--- src/design/cll_pkg.sv ---
// Shared command and status codes for the circular list block.
`default_nettype none
package cll_pkg;
	localparam int CMD_W = 3;
	localparam int STAT_W = 2;
	localparam int VAL_W = 32;

	localparam logic [CMD_W-1:0] CMD_INSERT = 3'd0;
	localparam logic [CMD_W-1:0] CMD_SHOW   = 3'd1;
	localparam logic [CMD_W-1:0] CMD_ADV    = 3'd2;
	localparam logic [CMD_W-1:0] CMD_DEL    = 3'd3;
	localparam logic [CMD_W-1:0] CMD_HEAD   = 3'd4;
	localparam logic [CMD_W-1:0] CMD_TAIL   = 3'd5;

	localparam logic [STAT_W-1:0] STAT_OK    = 2'd0;
	localparam logic [STAT_W-1:0] STAT_EMPTY = 2'd1;
	localparam logic [STAT_W-1:0] STAT_FULL  = 2'd2;

	typedef logic [VAL_W-1:0] word_t;
endpackage
`default_nettype wire

--- src/design/cll_ram.sv ---
// Simple dual-port synchronous RAM, one write and one registered read per cycle.
`default_nettype none
module cll_ram #(
	parameter int WIDTH = 32,
	parameter int DEPTH = 16
) (
	input  wire logic                     clk,
	input  wire logic                     we,
	input  wire logic [$clog2(DEPTH)-1:0] waddr,
	input  wire logic [WIDTH-1:0]         wdata,
	input  wire logic                     re,
	input  wire logic [$clog2(DEPTH)-1:0] raddr,
	output logic      [WIDTH-1:0]         rdata
);
	logic [WIDTH-1:0] mem [DEPTH];

	always_ff @(posedge clk) begin
		if (we) begin
			mem[waddr] <= wdata;
		end
	end

	// read data holds while re is low
	always_ff @(posedge clk) begin
		if (re) begin
			rdata <= mem[raddr];
		end
	end
endmodule
`default_nettype wire

--- src/design/circular_list_with_cursor_top.sv ---
// Circular singly linked list with head, tail and cursor, held in a node pool.
//
// Input channel (in_valid/in_ready): one word per command, cmd plus item_value.
// Output channel (out_valid/out_ready): result words of out_value, status, last.
// Every command gives at least one word; last marks its final word.
// The node values and next links sit in two synchronous RAMs; a small sequencer
// reads, modifies and writes them back.
// States from accept to result: S_FIN for go head, go tail, status-only results
// and insert into an empty list; S_INS, S_INS2, S_FIN for other inserts; S_ADV,
// S_VAL for advance; S_DEL, S_DEL2 (not if tail/only node), S_VAL for delete;
// S_SHOW for show: one word per cycle while the output register is free.
// The next command is taken the cycle after the last word of the current one
// has been loaded into the output register, so the block takes a new word
// while that result still waits for the receiver.
// When the receiver stalls, the sequencer holds its position and RAM read data
// until the output register frees up; nothing is dropped.
// Reset empties the list (pointers and count to zero, all slots free); the
// RAM contents are not cleared since a free slot is never read.
`default_nettype none
module circular_list_with_cursor_top #(
	parameter int CAPACITY = 16
) (
	input  wire logic                     clk,
	input  wire logic                     arst_n,
	input  wire logic                     in_valid,
	output logic                          in_ready,
	input  wire logic [cll_pkg::CMD_W-1:0] cmd,
	input  wire logic signed [31:0]       item_value,
	output logic                          out_valid,
	input  wire logic                     out_ready,
	output logic signed [31:0]            out_value,
	output logic [cll_pkg::STAT_W-1:0]    status,
	output logic                          last
);
	import cll_pkg::*;

	localparam int IW = $clog2(CAPACITY);
	localparam int CW = $clog2(CAPACITY + 1);

	// sequencer states
	localparam logic [3:0] S_IDLE = 4'd0;
	localparam logic [3:0] S_SHOW = 4'd1;
	localparam logic [3:0] S_ADV  = 4'd2;
	localparam logic [3:0] S_DEL  = 4'd3;
	localparam logic [3:0] S_DEL2 = 4'd4;
	localparam logic [3:0] S_INS  = 4'd5;
	localparam logic [3:0] S_INS2 = 4'd6;
	localparam logic [3:0] S_VAL  = 4'd7;
	localparam logic [3:0] S_FIN  = 4'd8;

	logic [3:0]          state_q, state_d;
	logic [IW-1:0]       head_q, head_d, tail_q, tail_d, cursor_q, cursor_d;
	logic [CW-1:0]       cnt_q, cnt_d, show_q, show_d;
	logic [CAPACITY-1:0] used_q, used_d;
	logic [IW-1:0]       victim_q, victim_d, slot_q, slot_d;
	logic [STAT_W-1:0]   res_q, res_d;

	logic [IW-1:0] free_idx;
	logic          list_empty, list_full, can_emit;

	// RAM ports
	logic          link_we, link_re, val_we, val_re;
	logic [IW-1:0] link_waddr, link_wdata, link_raddr, link_rdata;
	logic [IW-1:0] val_waddr, val_raddr;
	word_t         val_wdata, val_rdata;

	// result going into the output register
	logic              emit, emit_last;
	word_t             emit_value;
	logic [STAT_W-1:0] emit_status;

	logic              out_valid_q, last_q;
	word_t             out_value_q;
	logic [STAT_W-1:0] status_q;

	cll_ram #(.WIDTH(IW), .DEPTH(CAPACITY)) u_link (
		.clk   (clk),
		.we    (link_we),
		.waddr (link_waddr),
		.wdata (link_wdata),
		.re    (link_re),
		.raddr (link_raddr),
		.rdata (link_rdata)
	);

	cll_ram #(.WIDTH(VAL_W), .DEPTH(CAPACITY)) u_val (
		.clk   (clk),
		.we    (val_we),
		.waddr (val_waddr),
		.wdata (val_wdata),
		.re    (val_re),
		.raddr (val_raddr),
		.rdata (val_rdata)
	);

	// lowest free pool slot
	always_comb begin
		free_idx = '0;
		for (int i = CAPACITY - 1; i >= 0; i--) begin
			if (!used_q[i]) begin
				free_idx = IW'(i);
			end
		end
	end

	assign list_empty = (cnt_q == '0);
	assign list_full  = (cnt_q == CW'(CAPACITY));
	assign can_emit   = !out_valid_q || out_ready;
	assign in_ready   = (state_q == S_IDLE);

	always_comb begin
		state_d     = state_q;
		head_d      = head_q;
		tail_d      = tail_q;
		cursor_d    = cursor_q;
		cnt_d       = cnt_q;
		show_d      = show_q;
		used_d      = used_q;
		victim_d    = victim_q;
		slot_d      = slot_q;
		res_d       = res_q;
		link_we     = 1'b0;
		link_waddr  = cursor_q;
		link_wdata  = link_rdata;
		link_re     = 1'b0;
		link_raddr  = cursor_q;
		val_we      = 1'b0;
		val_waddr   = free_idx;
		val_wdata   = word_t'(item_value);
		val_re      = 1'b0;
		val_raddr   = link_rdata;
		emit        = 1'b0;
		emit_value  = '0;
		emit_status = STAT_OK;
		emit_last   = 1'b1;

		case (state_q)
			S_IDLE: begin
				if (in_valid) begin
					case (cmd)
						CMD_INSERT: begin
							if (list_full) begin
								res_d   = STAT_FULL;
								state_d = S_FIN;
							end else if (list_empty) begin
								// new node links to itself
								link_we            = 1'b1;
								link_waddr         = free_idx;
								link_wdata         = free_idx;
								val_we             = 1'b1;
								head_d             = free_idx;
								tail_d             = free_idx;
								cursor_d           = free_idx;
								cnt_d              = cnt_q + CW'(1);
								used_d[free_idx]   = 1'b1;
								res_d              = STAT_OK;
								state_d            = S_FIN;
							end else begin
								val_we     = 1'b1;
								link_re    = 1'b1;
								link_raddr = cursor_q;
								slot_d     = free_idx;
								state_d    = S_INS;
							end
						end
						CMD_SHOW, CMD_ADV, CMD_DEL, CMD_HEAD, CMD_TAIL: begin
							if (list_empty) begin
								res_d   = STAT_EMPTY;
								state_d = S_FIN;
							end else begin
								case (cmd)
									CMD_SHOW: begin
										link_re    = 1'b1;
										link_raddr = head_q;
										val_re     = 1'b1;
										val_raddr  = head_q;
										show_d     = cnt_q;
										cursor_d   = head_q;
										state_d    = S_SHOW;
									end
									CMD_ADV: begin
										link_re = 1'b1;
										state_d = S_ADV;
									end
									CMD_DEL: begin
										link_re = 1'b1;
										state_d = S_DEL;
									end
									CMD_HEAD: begin
										cursor_d = head_q;
										res_d    = STAT_OK;
										state_d  = S_FIN;
									end
									default: begin
										cursor_d = tail_q;
										res_d    = STAT_OK;
										state_d  = S_FIN;
									end
								endcase
							end
						end
						default: begin
							res_d   = STAT_OK;
							state_d = S_FIN;
						end
					endcase
				end
			end
			S_SHOW: begin
				if (can_emit) begin
					emit       = 1'b1;
					emit_value = val_rdata;
					emit_last  = (show_q == CW'(1));
					show_d     = show_q - CW'(1);
					if (show_q == CW'(1)) begin
						state_d = S_IDLE;
					end else begin
						link_re    = 1'b1;
						link_raddr = link_rdata;
						val_re     = 1'b1;
						val_raddr  = link_rdata;
					end
				end
			end
			S_ADV: begin
				cursor_d  = link_rdata;
				val_re    = 1'b1;
				val_raddr = link_rdata;
				state_d   = S_VAL;
			end
			S_DEL: begin
				// link_rdata is the node after the cursor
				victim_d           = link_rdata;
				val_re             = 1'b1;
				val_raddr          = link_rdata;
				link_re            = 1'b1;
				link_raddr         = link_rdata;
				used_d[link_rdata] = 1'b0;
				cnt_d              = cnt_q - CW'(1);
				if (cnt_q == CW'(1)) begin
					head_d   = '0;
					tail_d   = '0;
					cursor_d = '0;
					state_d  = S_VAL;
				end else if (link_rdata == head_q) begin
					state_d = S_DEL2;
				end else if (link_rdata == tail_q) begin
					tail_d     = cursor_q;
					link_we    = 1'b1;
					link_waddr = cursor_q;
					link_wdata = head_q;
					state_d    = S_VAL;
				end else begin
					state_d = S_DEL2;
				end
			end
			S_DEL2: begin
				// link_rdata is the node after the deleted one
				link_we = 1'b1;
				if (victim_q == head_q) begin
					head_d     = link_rdata;
					link_waddr = tail_q;
				end else begin
					link_waddr = cursor_q;
				end
				link_wdata = link_rdata;
				state_d    = S_VAL;
			end
			S_INS: begin
				link_we    = 1'b1;
				link_waddr = slot_q;
				link_wdata = link_rdata;
				state_d    = S_INS2;
			end
			S_INS2: begin
				link_we    = 1'b1;
				link_waddr = cursor_q;
				link_wdata = slot_q;
				if (cursor_q == tail_q) begin
					tail_d = slot_q;
				end
				cursor_d       = slot_q;
				cnt_d          = cnt_q + CW'(1);
				used_d[slot_q] = 1'b1;
				res_d          = STAT_OK;
				state_d        = S_FIN;
			end
			S_VAL: begin
				if (can_emit) begin
					emit       = 1'b1;
					emit_value = val_rdata;
					state_d    = S_IDLE;
				end
			end
			S_FIN: begin
				if (can_emit) begin
					emit        = 1'b1;
					emit_status = res_q;
					state_d     = S_IDLE;
				end
			end
			default: begin
				state_d = S_IDLE;
			end
		endcase
	end

	always_ff @(posedge clk or negedge arst_n) begin
		if (!arst_n) begin
			state_q     <= S_IDLE;
			head_q      <= '0;
			tail_q      <= '0;
			cursor_q    <= '0;
			cnt_q       <= '0;
			show_q      <= '0;
			used_q      <= '0;
			out_valid_q <= 1'b0;
		end else begin
			state_q  <= state_d;
			head_q   <= head_d;
			tail_q   <= tail_d;
			cursor_q <= cursor_d;
			cnt_q    <= cnt_d;
			show_q   <= show_d;
			used_q   <= used_d;
			if (emit) begin
				out_valid_q <= 1'b1;
			end else if (out_ready) begin
				out_valid_q <= 1'b0;
			end
		end
	end

	// payload registers, no reset
	always_ff @(posedge clk) begin
		victim_q <= victim_d;
		slot_q   <= slot_d;
		res_q    <= res_d;
		if (emit) begin
			out_value_q <= emit_value;
			status_q    <= emit_status;
			last_q      <= emit_last;
		end
	end

	assign out_valid = out_valid_q;
	assign out_value = signed'(out_value_q);
	assign status    = status_q;
	assign last      = last_q;
endmodule
`default_nettype wire

--- config.mk ---
export PLATFORM = sky130hd
export DESIGN_NAME = circular_list_with_cursor_top
export DESIGN_NICKNAME = d
export VERILOG_FILES = /design/src/design/cll_pkg.sv /design/src/design/cll_ram.sv /design/src/design/circular_list_with_cursor_top.sv
export SDC_FILE = /design/constraint.sdc
export NUM_CORES = 1
export LEC_CHECK = 0
export BUFFER_PORTS_ARGS = -buffer_cell sky130_fd_sc_hd__clkbuf_2
export CORE_ASPECT_RATIO = 1.2
export CORE_UTILIZATION = 45
export CTS_BUF_LIST = sky130_fd_sc_hd__clkbuf_2
export DETAILED_ROUTE_END_ITERATION = 8
export GPL_TIMING_DRIVEN = 0
export PLACE_DENSITY = 0.65
export SKIP_CTS_REPAIR_TIMING = 1
export SLEW_MARGIN = 0
export SYNTH_ARGS = -nofsm -noshare
export SYNTH_HDL_FRONTEND = slang
export SYNTH_SLANG_ARGS = --single-unit
--- constraint.sdc ---
create_clock -name clk -period 7 [get_ports clk]
set_input_delay 1.05 -clock clk [delete_from_list [all_inputs] [get_ports clk]]
set_output_delay 1.05 -clock clk [all_outputs]
set_load 0.02 [all_outputs]
==> flow_metrics.env <==
export IMPL_hpwlAfterDp_um=54700
export IMPL_hold_class="primary input to register"
export IMPL_syn_inst=2312
export IMPL_overflow=0
export IMPL_status="finished with violations"
export IMPL_fillers=5601
export IMPL_multi_input_area_um2=8040
export IMPL_root_buffer="clkbuf_2"
export IMPL_clk_pin_slew_worst_paths_ps=110
export IMPL_synth_fp_nets=2356
export IMPL_synth_edf_count=657
export IMPL_seq_area_um2=20800
export IMPL_critical_path_class="register to register"
export IMPL_crit_chain="inv_1 -> ha_1 -> nor4b_2 -> and3_1 -> clkbuf_1 -> nand2_1 -> a211oi_1 -> o21ai_0 -> nor4b_1"
export IMPL_finalMaxSlewViolations=7
export IMPL_synth_avg_cell_area_um2=12.8
export IMPL_setup_viol=0
export IMPL_sequentialPowerShare_pct=38.4
export IMPL_wirelength_um=81700
export IMPL_fmax_ghz=0.192
export IMPL_place_area_um2=31500
export IMPL_area_growth_pct=12.2
export IMPL_maxCapViolCount=1
export IMPL_grt_pass1_vias=20456
export IMPL_cts_max_path_buffers=3
export IMPL_grt_antenna_before_repair=5
export IMPL_numCtsBuffers=169
export IMPL_min_period_over_period_pct=74.6
export IMPL_syn_area_um2=29500
export IMPL_fin_skew_ps=153
export IMPL_crit_path_end_kind="register"
export IMPL_critPathBufInv=2
export IMPL_grt_max_degree=44
export IMPL_power_frac_comb_pct=43.2
export IMPL_async_flop_share_pct=6.14
export IMPL_initial_core_util_pct=45.6
export IMPL_drtPass1Iterations=8
export IMPL_p_leak_nw=11.9
export IMPL_power_density_nw_per_um2=436
export IMPL_ys_warn_count=0
export IMPL_cellInternalPower_w=0.00818
export IMPL_grt_pass1_wl_um=122000
export IMPL_post_route_cells_drive_above_1_share_pct=17.1
export IMPL_endpoint="u_link.mem[5][1]"
export IMPL_period_needed_ps=5220
export IMPL_cp_startpoint="cnt_q[0]"
export IMPL_critPathLaunchType="register"
export IMPL_hp_start="item_value[20]"
export IMPL_place_congestion=0.924
export IMPL_path_depth=9
export IMPL_synth_distinct_cells=78
export IMPL_dieArea_um2=66500
export IMPL_ant_nets=0
export IMPL_final_hold_viol_count=0
export IMPL_crit_slowest_cell="nor4b_1"
export IMPL_core_um2=64700
export IMPL_clk_latency_ps=1390
export IMPL_switching_share_pct=43.3
export IMPL_fin_area_um2=33100
export IMPL_io_buffers=75
export IMPL_worst_path_max_fanout=8
export IMPL_cts_sinks=700
export IMPL_utilization_pct=51.1
export IMPL_num_io_pins=76
export IMPL_path_delay_family="simple AND/OR/NAND/NOR gates"
export IMPL_rsz0062_at_grt="false"
export IMPL_cts_tree="done"
export IMPL_tightest_slew_ps=1500
export IMPL_worstPathArrival_ps=6110
export IMPL_power_net_switching_w=0.00623
export IMPL_num_rows=102
export IMPL_nNetsFinal=2630
export IMPL_r2r_slack_ps=1780
export IMPL_avgViaCountPerCell=5.80
export IMPL_ctsHtreeMaxLevel=4
export IMPL_critPathRequiredTime_ps=7890
export IMPL_synth_seq_area_share_pct=70.6
export IMPL_die_w_um=236
export IMPL_max_slew_margin_pct=-1.45
export IMPL_vias=20571
export IMPL_worstReg2RegStart="cnt_q[0]"
export IMPL_rr_worst_depth=9
export IMPL_track_usage_pct=24.7
export IMPL_critPathMaxStageDelay_ps=980
export IMPL_violations="max-capacitance violations, max-slew violations"
export IMPL_power_frac_clock_pct=18.4
export IMPL_fin_setup_tns_ps=0
export IMPL_ys_ff_latch=700
export IMPL_route_detailed_drc=0
export IMPL_synth_main_ff_cell="edfxtp_1"
export IMPL_regToRegEndpoint="u_link.mem[5][1]"
export IMPL_wl_per_cell_um=23.0
export IMPL_peakVddDrop_uv=208
export IMPL_first_iter_violations=1921
export IMPL_dieHeight_um=282
-- cell usage in the layout (no fill, tap or decap), drive strengths merged, types with 6 or more instances in the layout --
cell,count
and2,41
nor4,11
o31ai,9
o2111ai,9
edfxtp,657
dlygate4sd3,8
nor2,69
nor2b,16
nand4,45
o21ai,45
a22oi,10
xor2,13
mux2i,51
a21oi,43
o21a,8
nand3b,6
a31oi,10
clkbuf,406
o211ai,72
nand2,591
o221ai,6
mux2,19
inv,31
xnor2,10
dfrtp,43
or3,8
nand2b,10
a32oi,32
nor3,26
nand3,182
a22o,7
clkinv,46
buf,74
-- synth_stat cells, types with 5 or more instances --
master     number  area share [%]
xor2_1         13            0.39
a31oi_1        10            0.21
inv_1          23            0.29
clkbuf_1       93             1.2
and2_1         40            0.85
o2111ai_1       9            0.27
o21a_1          8            0.20
nand4_1        45            0.95
nand3_1       182             3.1
or2_2           5            0.11
nor4_1         10            0.21
and3_1          5            0.11
nor3b_1         5            0.13
a22oi_1        10            0.25
o221ai_1        6            0.18
a32o_1          5            0.17
o31ai_1         8            0.20
nand3b_1        6            0.15
or3_1           8            0.17
mux2_2         19            0.73
a22o_1          7            0.21
xnor2_1        10            0.30
mux2i_1        51             1.7
nand2b_1       10            0.21
a21oi_1        43            0.73
dfrtp_1        43             3.7
nor2_1         69            0.88
o211ai_1       72             1.8
buf_4          18            0.46
buf_2          27            0.46
nand2_1       591             7.5
nor3_1         26            0.44
edfxtp_1      657              67
ha_1            5            0.21
buf_1           5           0.064
a32oi_1        32            0.95
o21ai_0        45            0.76
nor2b_1        16            0.34
-- worst reg2reg max path, delay by kind of cell (launching register included) --
family	cells	cell delay [ps]
simple gates	4	2400
compound gates	2	1210
fa+ha+maj	1	210
flops	1	450
buf+inv	2	470
-- registers in the layout, summed over array words and instances, names as in the netlist, 2 cells and up --
name / count
cnt_q: 5
u_link.mem: 64
slot_q: 4
used_q: 16
tail_q: 4
u_link.rdata: 4
show_q: 5
u_val.rdata: 32
head_q: 4
state_q: 4
cursor_q: 4
u_val.mem: 512
status: 2
res_q: 2
victim_q: 4
out_value: 32
-- metal layers --
metal / global-route usage [%] / vias to the layer above / wire length (um)
li1: - / 9246 / -
met5: 0 / - / 38
met4: 10.6 / 6 / 2780
met2: 43.2 / 994 / 41400
met1: 29.5 / 10140 / 31200
met3: 5.32 / 185 / 6250
-- worst min path at each step --
stage / to / slack (ps) / cells past startpoint
after global placement: victim_q[0] / 470 / 0
after detailed placement: victim_q[1] / 450 / 0
after global routing: u_val.mem[8][8] / -20 / 1
final: u_val.mem[13][20] / 100 / 1
after CTS: used_q[8] / -220 / 1
after floorplan: victim_q[0] / 420 / 0
-- logic make-up after synthesis --
kind of cell	Yosys count	share of synthesized area, %
mux	70	2.46
buf+inv	172	2.64
xor+xnor	23	0.683
compound gates	306	7.64
fa+ha+maj	5	0.212
simple gates	1036	15.8
flops	700	70.6
-- power groups by stage --
stage | clock [W] | sequential (W) | combinational, W
floorplan | 0 | 0.00566 | 0.00381
global placement | 0 | 0.00564 | 0.00590
detailed placement | 0 | 0.00563 | 0.00614
CTS | 0.00271 | 0.00553 | 0.00616
global route | 0.00292 | 0.00557 | 0.00672
finish | 0.00265 | 0.00553 | 0.00623
-- area by class of cell --
type	instances	share of cell area (%)
Inverter	25	0.284
Timing Repair Buffer	103	2.74
Tap cell	832	3.15
Sequential cell	700	62.9
Clock buffer	238	3.60
Multi-Input combinational cell	1440	24.3
Antenna cell	5	0.0378
Buffer	147	2.06
Clock inverter	57	0.942
-- metrics by stage --
| step | hold WS, ps | instances | setup slack [ps] | total power, W |
|---|---|---|---|---|
| finish | 99.2 | 3547 | 1780 | 0.0144 |
| global route | -22.4 | 3547 | 1530 | 0.0152 |
| CTS | -218 | 3533 | 1800 | 0.0144 |
| detailed placement | 449 | 3238 | 1830 | 0.0118 |
| global placement | 465 | 3219 | 1220 | 0.0115 |
| floorplan | 424 | 2312 | 3070 | 0.00947 |
Note: power is estimated with default switching activity, not from simulation.
